`config.mk`:
```
export PLATFORM = sky130hd
export DESIGN_NAME = xoshiro256pp_generator
export DESIGN_NICKNAME = d
export VERILOG_FILES = /design/src/sv/xo256_pkg.sv /design/src/sv/xo256_state.sv /design/src/sv/xoshiro256pp_generator.sv
export SDC_FILE = /design/constraint.sdc
export NUM_CORES = 2
export LEC_CHECK = 0
export ABC_AREA = 1
export BUFFER_PORTS_ARGS = -buffer_cell sky130_fd_sc_hd__buf_2
export CAP_MARGIN = 20
export CORE_ASPECT_RATIO = 0.6
export CORE_UTILIZATION = 30
export DETAILED_ROUTE_END_ITERATION = 16
export PLACE_DENSITY = 0.47
export SYNTH_ARGS = -nofsm -noshare
export SYNTH_HDL_FRONTEND = slang
export SYNTH_SLANG_ARGS = --single-unit
```
`constraint.sdc`:
```
create_clock -name clk_i -period 8.7 [get_ports clk_i]
set_input_delay 1.305 -clock clk_i [delete_from_list [all_inputs] [get_ports clk_i]]
set_output_delay 1.305 -clock clk_i [all_outputs]
set_load 0.05 [all_outputs]
```
`src/sv/xo256_pkg.sv`:
```
// ----------------------------------------------------------------------------
// xo256_pkg
// Shared types, operation codes and default seed words for the generator.
// ----------------------------------------------------------------------------
package xo256_pkg;

  localparam int unsigned WordW  = 64;
  localparam int unsigned NWords = 4;

  typedef logic [WordW-1:0] word_t;

  typedef enum logic [2:0] {
    OP_GENERATE = 3'd0,
    OP_ADVANCE  = 3'd1,
    OP_SEED     = 3'd2,
    OP_DEFAULT  = 3'd3,
    OP_XOR_ADD  = 3'd4,
    OP_LOAD     = 3'd5
  } func_e;

  // One registered operation: code plus the four operand words.
  typedef struct packed {
    func_e                  func;
    logic [NWords-1:0][WordW-1:0] words;
  } item_t;

  localparam word_t DefaultWord0 = 64'd12323456;
  localparam word_t DefaultWord1 = 64'd54321;
  localparam word_t DefaultWord2 = 64'h0000_0000_a02b_4c7d;
  localparam word_t DefaultWord3 = 64'h0000_0000_94a3_f7ee;

  localparam int unsigned ShiftT   = 17;
  localparam int unsigned RotState = 45;
  localparam int unsigned RotOut   = 23;

  function automatic word_t rotl(input word_t x, input int unsigned k);
    rotl = (x << k) | (x >> (WordW - k));
  endfunction

endpackage

```
`src/sv/xo256_state.sv`:
```
// ----------------------------------------------------------------------------
// xo256_state
// Holds the four state words, computes one operation's result and the next
// state in a single pass, and commits the state when the item is taken.
// ----------------------------------------------------------------------------
module xo256_state
  import xo256_pkg::*;
(
  input  logic  clk_i,
  input  logic  rst_ni,
  input  logic  en_i,
  input  item_t item_i,
  output word_t value_o
);

  word_t s_q [NWords];
  word_t s_d [NWords];
  word_t adv [NWords];
  word_t t2, t3, t1, t0;

  // One xoshiro256 step
  always_comb begin
    t2 = s_q[2] ^ s_q[0];
    t3 = s_q[3] ^ s_q[1];
    t1 = s_q[1] ^ t2;
    t0 = s_q[0] ^ t3;
    adv[0] = t0;
    adv[1] = t1;
    adv[2] = t2 ^ (s_q[1] << ShiftT);
    adv[3] = rotl(t3, RotState);
  end

  always_comb begin
    for (int i = 0; i < NWords; i++) begin
      s_d[i] = s_q[i];
    end
    value_o = '0;
    case (item_i.func)
      OP_GENERATE: begin
        value_o = rotl(s_q[0] + s_q[3], RotOut) + s_q[0];
        s_d = adv;
      end
      OP_ADVANCE: begin
        value_o = adv[3];
        s_d = adv;
      end
      OP_SEED: begin
        s_d[0] = item_i.words[0];
        s_d[1] = '0;
        s_d[2] = '0;
        s_d[3] = '0;
      end
      OP_DEFAULT: begin
        s_d[0] = DefaultWord0;
        s_d[1] = DefaultWord1;
        s_d[2] = DefaultWord2;
        s_d[3] = DefaultWord3;
      end
      OP_XOR_ADD: begin
        for (int i = 0; i < NWords; i++) begin
          s_d[i] = s_q[i] ^ item_i.words[i];
        end
      end
      OP_LOAD: begin
        for (int i = 0; i < NWords; i++) begin
          s_d[i] = item_i.words[i];
        end
      end
      default: begin
        // unused codes: state holds, result zero
      end
    endcase
  end

  always_ff @(posedge clk_i or negedge rst_ni) begin
    if (!rst_ni) begin
      s_q[0] <= DefaultWord0;
      s_q[1] <= DefaultWord1;
      s_q[2] <= DefaultWord2;
      s_q[3] <= DefaultWord3;
    end else if (en_i) begin
      s_q <= s_d;
    end
  end

endmodule

```
`src/sv/xoshiro256pp_generator.sv`:
```
// ----------------------------------------------------------------------------
// xoshiro256pp_generator
// xoshiro256++ generator with seed, reload, XOR-combine and load operations.
// ----------------------------------------------------------------------------
//
//  channel   dir  tdata                         tuser
//  s_axis    in   word0..word3 (256 bits)       func (3 bits)
//  m_axis    out  value (64 bits)               -
//
//  One item per cycle sustained while results are taken; an accepted item is
//  held in the input register, then takes one pass through the state logic
//  into the result register, where its result goes valid.
//  The state words update in the same cycle the item leaves the input
//  register, so items chain with no bubble.
//  Reset loads the default seed words and empties both registers.
//  A stalled result holds the pipe; input tready drops only when both the
//  input and result registers are full and the result is not being taken.
//
module xoshiro256pp_generator
  import xo256_pkg::*;
(
  input  logic         clk_i,
  input  logic         rst_ni,
  input  logic         s_axis_tvalid,
  output logic         s_axis_tready,
  input  logic [255:0] s_axis_tdata,   // word0 [63:0], word1, word2, word3 [255:192]
  input  logic [2:0]   s_axis_tuser,   // func
  output logic         m_axis_tvalid,
  input  logic         m_axis_tready,
  output logic [63:0]  m_axis_tdata    // value
);

  // input register
  item_t in_q;
  logic  in_valid_q;
  // result register
  word_t out_q;
  logic  out_valid_q;

  logic  fire;      // item moves from input register into result register
  logic  take_in;
  word_t value;
  item_t in_item;

  assign fire          = in_valid_q && (!out_valid_q || m_axis_tready);
  assign s_axis_tready = !in_valid_q || fire;
  assign take_in       = s_axis_tvalid && s_axis_tready;

  always_comb begin
    in_item.func = func_e'(s_axis_tuser);
    for (int i = 0; i < NWords; i++) begin
      in_item.words[i] = s_axis_tdata[i*WordW +: WordW];
    end
  end

  always_ff @(posedge clk_i or negedge rst_ni) begin
    if (!rst_ni) begin
      in_valid_q <= 1'b0;
    end else if (take_in) begin
      in_valid_q <= 1'b1;
    end else if (fire) begin
      in_valid_q <= 1'b0;
    end
  end

  always_ff @(posedge clk_i) begin
    if (take_in) begin
      in_q <= in_item;
    end
  end

  xo256_state u_state (
    .clk_i   (clk_i),
    .rst_ni  (rst_ni),
    .en_i    (fire),
    .item_i  (in_q),
    .value_o (value)
  );

  always_ff @(posedge clk_i or negedge rst_ni) begin
    if (!rst_ni) begin
      out_valid_q <= 1'b0;
    end else if (fire) begin
      out_valid_q <= 1'b1;
    end else if (m_axis_tready) begin
      out_valid_q <= 1'b0;
    end
  end

  always_ff @(posedge clk_i) begin
    if (fire) begin
      out_q <= value;
    end
  end

  assign m_axis_tvalid = out_valid_q;
  assign m_axis_tdata  = out_q;

endmodule

```
# --- Yosys cells after proc, flatten, opt, wreduce, memory -nomap -nowiden ---
# Cells that the tools add are included.
totals:
  elab_cells: 48
  out_inout_bits: 66
  regBits: 581
op_classes:
  n_eq_ne: 5
  reduce_logical: 12
  n_mux: 6
  n_addsub: 2
  bitwise: 11
ops:
  columns: ["cell", "n"]
  rows:
  - ["one-hot mux 256 bit (5 select lines)", 1]
  - ["bitwise XOR 64 bit", 9]
  - ["adder 64 bit", 2]
  - ["one-hot mux 64 bit (2 select lines)", 1]
  - ["OR 64 x 23 -> 64 bit", 1]
  - ["OR 64 x 45 -> 64 bit", 1]
  - ["== test 3 x 2 -> 1 bit, second input constant", 2]
  - ["== test 3 bit, second input constant", 2]
  - ["nonzero test 5 bit", 1]
  - ["two-way mux 1 bit", 4]
  - ["nonzero test 2 bit", 2]
  - ["== test 3 x 1 -> 1 bit, second input constant", 1]
  - ["zero test 3 bit", 1]
  - ["logical AND 1 bit", 2]
  - ["zero test 1 bit", 2]
  - ["logical OR 1 bit", 2]
  - ["AND reduction 2 bit", 1]
  - ["OR reduction 2 bit", 1]

# --- Depth between registers and ports, before layout ---
depth:
  ltp_word: 6
  mapped_depth: 30
  mapped_depth_nobuf: 30

# --- Modules after synthesis ---
# Synthesis repeated with hierarchy kept, for this count alone.
unflattened:
  hier_cells: 4992
  area_unflattened_um2: 39170.1
modules_own_cells:
  columns: ["mod", "cells_each", "area_per_inst_um2", "instances"]
  rows:
  - ["xo256_state", 4657, 29375.7, 1]
  - ["xoshiro256pp_generator", 335, 9794.4, 1]

# --- Worst setup path after synthesis ---
# No wires, ideal clock.
synth_timing:
  kind: "input -> register"
  startpoint: "in m_axis_tready"
  endpoint: "reg in_q[0] in the netlist's numbering (enable)"
  slack_ns: 1.216
  cell_stages: 4
  setup_ns: 0.608
  arrival_time_ns: 6.875
  path_buffers: 0
  path_cell_list: "inv_1 > nand3_1 > nand2_1 > inv_1"
synth_between:
  elab_chain_len: 4
synth_lines:
  columns: ["item", "line", "rtl"]
  rows:
  - ["start: declaration", "xoshiro256pp_generator.sv:29", "input logic m_axis_tready,"]
  - ["logical OR 1 bit", "xoshiro256pp_generator.sv:45", "assign fire = in_valid_q && (!out_valid_q || m_axis_tready);"]
  - ["logical AND 1 bit", "xoshiro256pp_generator.sv:45", null]
  - ["logical OR 1 bit", "xoshiro256pp_generator.sv:46", "assign s_axis_tready = !in_valid_q || fire;"]
  - ["net s_axis_tready", "xoshiro256pp_generator.sv:25", "output logic s_axis_tready,"]
  - ["logical AND 1 bit", "xoshiro256pp_generator.sv:47", "assign take_in = s_axis_tvalid && s_axis_tready;"]
  - ["net take_in", "xoshiro256pp_generator.sv:41", "logic take_in;"]
  - ["end signal: assignment", "xoshiro256pp_generator.sv:68", "in_q <= in_item;"]
  - ["end: declaration", "xoshiro256pp_generator.sv:34", "item_t in_q;"]
# The timed path passes the listed nets, and every way through them passes these cells.
# A chain may end at the register's enable or synchronous reset.

# --- Worst setup path after layout ---
layout_timing:
  startpoint: "reg u_state.s_q[211] in the netlist's numbering"
  endpoint: "reg out_q[62], in the netlist m_axis_tdata[62] (data pin)"
layout_between:
  elab_chain_len: 4
layout_lines:
  columns: ["item", "line", "rtl"]
  rows:
  - ["start: declaration", "xo256_state.sv:16", "word_t s_q [NWords];"]
  - ["adder 64 bit", "xo256_state.sv:40", "value_o = rotl(s_q[0] + s_q[3], RotOut) + s_q[0];"]
  - ["OR 64 x 23 -> 64 bit", "xo256_pkg.sv:37", "rotl = (x << k) | (x >> (WordW - k));"]
  - ["adder 64 bit *", "xo256_state.sv:40", null]
  - ["one-hot mux 64 bit (2 select lines) *", "xo256_state.sv:38", "case (item_i.func)"]
  - ["net u_state.value_o[62]", "xo256_state.sv:13", "output word_t value_o"]
  - ["end signal: assignment", "xoshiro256pp_generator.sv:92", "out_q <= value;"]
  - ["end: declaration", "xoshiro256pp_generator.sv:37", "word_t out_q;"]
# The timed path passes the listed nets; every way through them passes the cells marked *.

==> flow_summary.yaml <==
run_status:
  outcome: "completed"
die:
  initial_core_util: 0.303
  fp.dieH_um: 282
  io_pins: 329
  num_rows: 102
  die_area_um2: 132000
  core_area_um2: 129000
  die_w_um: 468
yosys:
  syn_inst: 5166
  synth_area_um2: 39100
  syn_area_per_cell_um2: 7.57
  ys_types: 50
  ys_seq_area_frac: 0.415
  yosysTopAreaCell: "edfxtp_1"
  async_reset_ff_frac: 0.444
  synth_common_cells: "nand2_1, o21ai_0, inv_1"
  synth_top_area_share: 0.248
  ys_ff_latch: 581
  ys.flop_type: "edfxtp_1"
  synthTopCellsByArea: "edfxtp_1, nand2_1, dfrtp_1"
  synth_nets: 5564
  synth.most_common_cell: "nand2_1"
  synth_warnings: 0
  synth-edff-count: 323
worst_hold_path:
  min-delay-start: "u_state.s_q[93]$_DFFE_PN1P_"
  hp-class: "reg -> reg"
timing:
  setup_slack_ps: 2330
  maxSlewHeadroom: 0.217
  finalHoldViolCount: 0
  finalCritPeriodShare: 0.732
  fin_crit_ps: 6370
  rsz0062_at_grt: "false"
  setup_tns_ps: 0
  worst_slew_pin_slew_ps: 1170
  setup-violations-final: 0
  slew_viol_final: 0
  fin_skew_ps: 45.4
  fmax_ghz: 0.157
setup_path:
  crit_path_start_kind: "flop"
  crit_start: "u_state.s_q[211]$_DFFE_PN1P_"
  cp_common_cell: "nand2_1"
  required_ps: 9140
  r2r_setup_slack_ps: 2330
  path_class: "reg -> reg"
  critPathSlowestCell: "o211ai_1"
  cp-end-kind: "flop"
  critPathArrivalTime_ps: 6810
  worstPathMaxFanout: 5
  slowest_delay_ps: 730
  timing.rr.start: "u_state.s_q[211]$_DFFE_PN1P_"
place:
  post-place-ws_ps: 2750
  gp_congestion: 1.05
  hpwlAfterDp_um: 162000
  portBuffers: 328
cts:
  clk_pin_slew_worst_paths_ps: 70
  numCtsBuffers: 61
  cts-root-buf: "clkbuf_16"
  htreeDepth: 2
  cts_sinks: 581
  hold_buffers: 0
  cts.path.max_buffers: 3
  cts_tree: "yes"
  clk_latency_ps: 710
  cts_resized: 0
  cts_setup_buffers: 0
route:
  drcViolationCount: 0
  dr.pass1.iters: 6
  detail-route-antenna-nets: 0
  avgRoutedWirePerCell_um: 28.8
  avgViaCountPerCell: 5.43
  drt_iter0_drc: 5418
  drt-total-wl_um: 207000
  routed-via-count: 38900
global_route:
  antenna_found_initial: 17
  grt_pass1_vias: 35100
  grt_pass1_wl_um: 284000
  grt_max_degree: 152
  grtUsageTotal: 0.308
  grt-ovfl-total: 0
layout:
  nets: 5799
  drive_gt1_frac: 0.109
  area_growth_pct: 14.1
run:
  maxCapViolCount: 0
-- worst max-delay path: cells and delay by family (launching register included) --
family / cells / cell delay (ps)
simple gates: 19 / 2960
compound gates: 2 / 1180
fa+ha+maj: 3 / 1090
flops: 1 / 680
buf+inv: 2 / 200
-- routing by layer --
| metal | vias to the layer above | global-route usage | share of wire |
|---|---|---|---|
| li1 | 17700 | - | - |
| met1 | 19100 | 0.482 | 0.49 |
| met2 | 1965 | 0.429 | 0.39 |
| met3 | 171 | 0.0665 | 0.10 |
| met4 | 2 | 0.0523 | 0.020 |
| met5 | - | 0 | 0.000039 |
-- final cells by class --
cell class / instances / area [um^2]
fill: 13800 / 84500
multi-input combinational: 3907 / 20300
sequential: 581 / 16200
tap: 1716 / 2150
timing repair buffer: 381 / 2120
inverter: 469 / 1780
clock buffer: 69 / 1570
clock inverter: 44 / 488
antenna: 2 / 5.00
-- kinds of logic (layout without fill, tap and decap cells) --
group	count (synthesis)	in the layout	share of synthesized area
AOI/OAI and AO/OA	1259	1259	0.172
xor gates and xnor gates	328	328	0.0735
adders and majority gates	135	135	0.0436
buffers and inverters	678	963	0.0704
DFF	581	581	0.415
other	0	2	0
and+or+nand+nor	2185	2185	0.225
-- worst paths after layout --
check	to	cells after the start
max in group asynchronous	u_state.s_q[136]$_DFFE_PN0P_	2
max reg2reg	m_axis_tdata[62]$_DFFE_PP_	26
min reg2reg	u_state.s_q[93]$_DFFE_PN1P_	2
max	m_axis_tdata[62]$_DFFE_PP_	26
min in group asynchronous	u_state.s_q[53]$_DFFE_PN0P_	1
min	u_state.s_q[93]$_DFFE_PN1P_	2
-- metrics by stage --
| stage | hold slack, ps | util | instances | cell area [um^2] |
|---|---|---|---|---|
| 3_5_place_dp | 481 | 0.329 | 7052 | 42500 |
| 3_3_place_gp | 482 | 0.329 | 7052 | 42500 |
| 2_1_floorplan | 464 | - | 5166 | 39100 |
| 4_1_cts | 492 | 0.345 | 7165 | 44600 |
| 6_report | 491 | 0.345 | 7169 | 44600 |
| 5_1_grt | 511 | 0.345 | 7167 | 44600 |
-- cell usage in the layout, fill, tap and decap left out, types with 11 or more instances in the layout --
cell type     n
xnor2_1      67
clkinv_2     13
nand3_1     265
o221ai_1     12
o21ai_1     148
inv_1       460
buf_2       327
nor2_1      284
a31oi_1      12
edfxtp_1    323
dfrtp_1     208
nand2_1    1530
or2_2        29
a21o_1       29
o21bai_1     21
nor3_1       27
o21a_1       13
o32ai_1      19
a22o_1       17
xor2_2       15
o21ai_0     539
nand4_1      17
a21oi_1     417
ha_1        133
buf_4        46
dfstp_2      50
xor2_1      246
clkbuf_16    61
nand3b_1     11
-- registers in the layout, summed over array words and instances (netlist names) --
signal         count
in_q             259
u_state.s_q      256
m_axis_tdata      64
m_axis_tvalid      1
in_valid_q         1
Power is left out: the tool's default activity adds up to more than one toggle a clock period on the data nets, which glitch-free logic cannot reach.
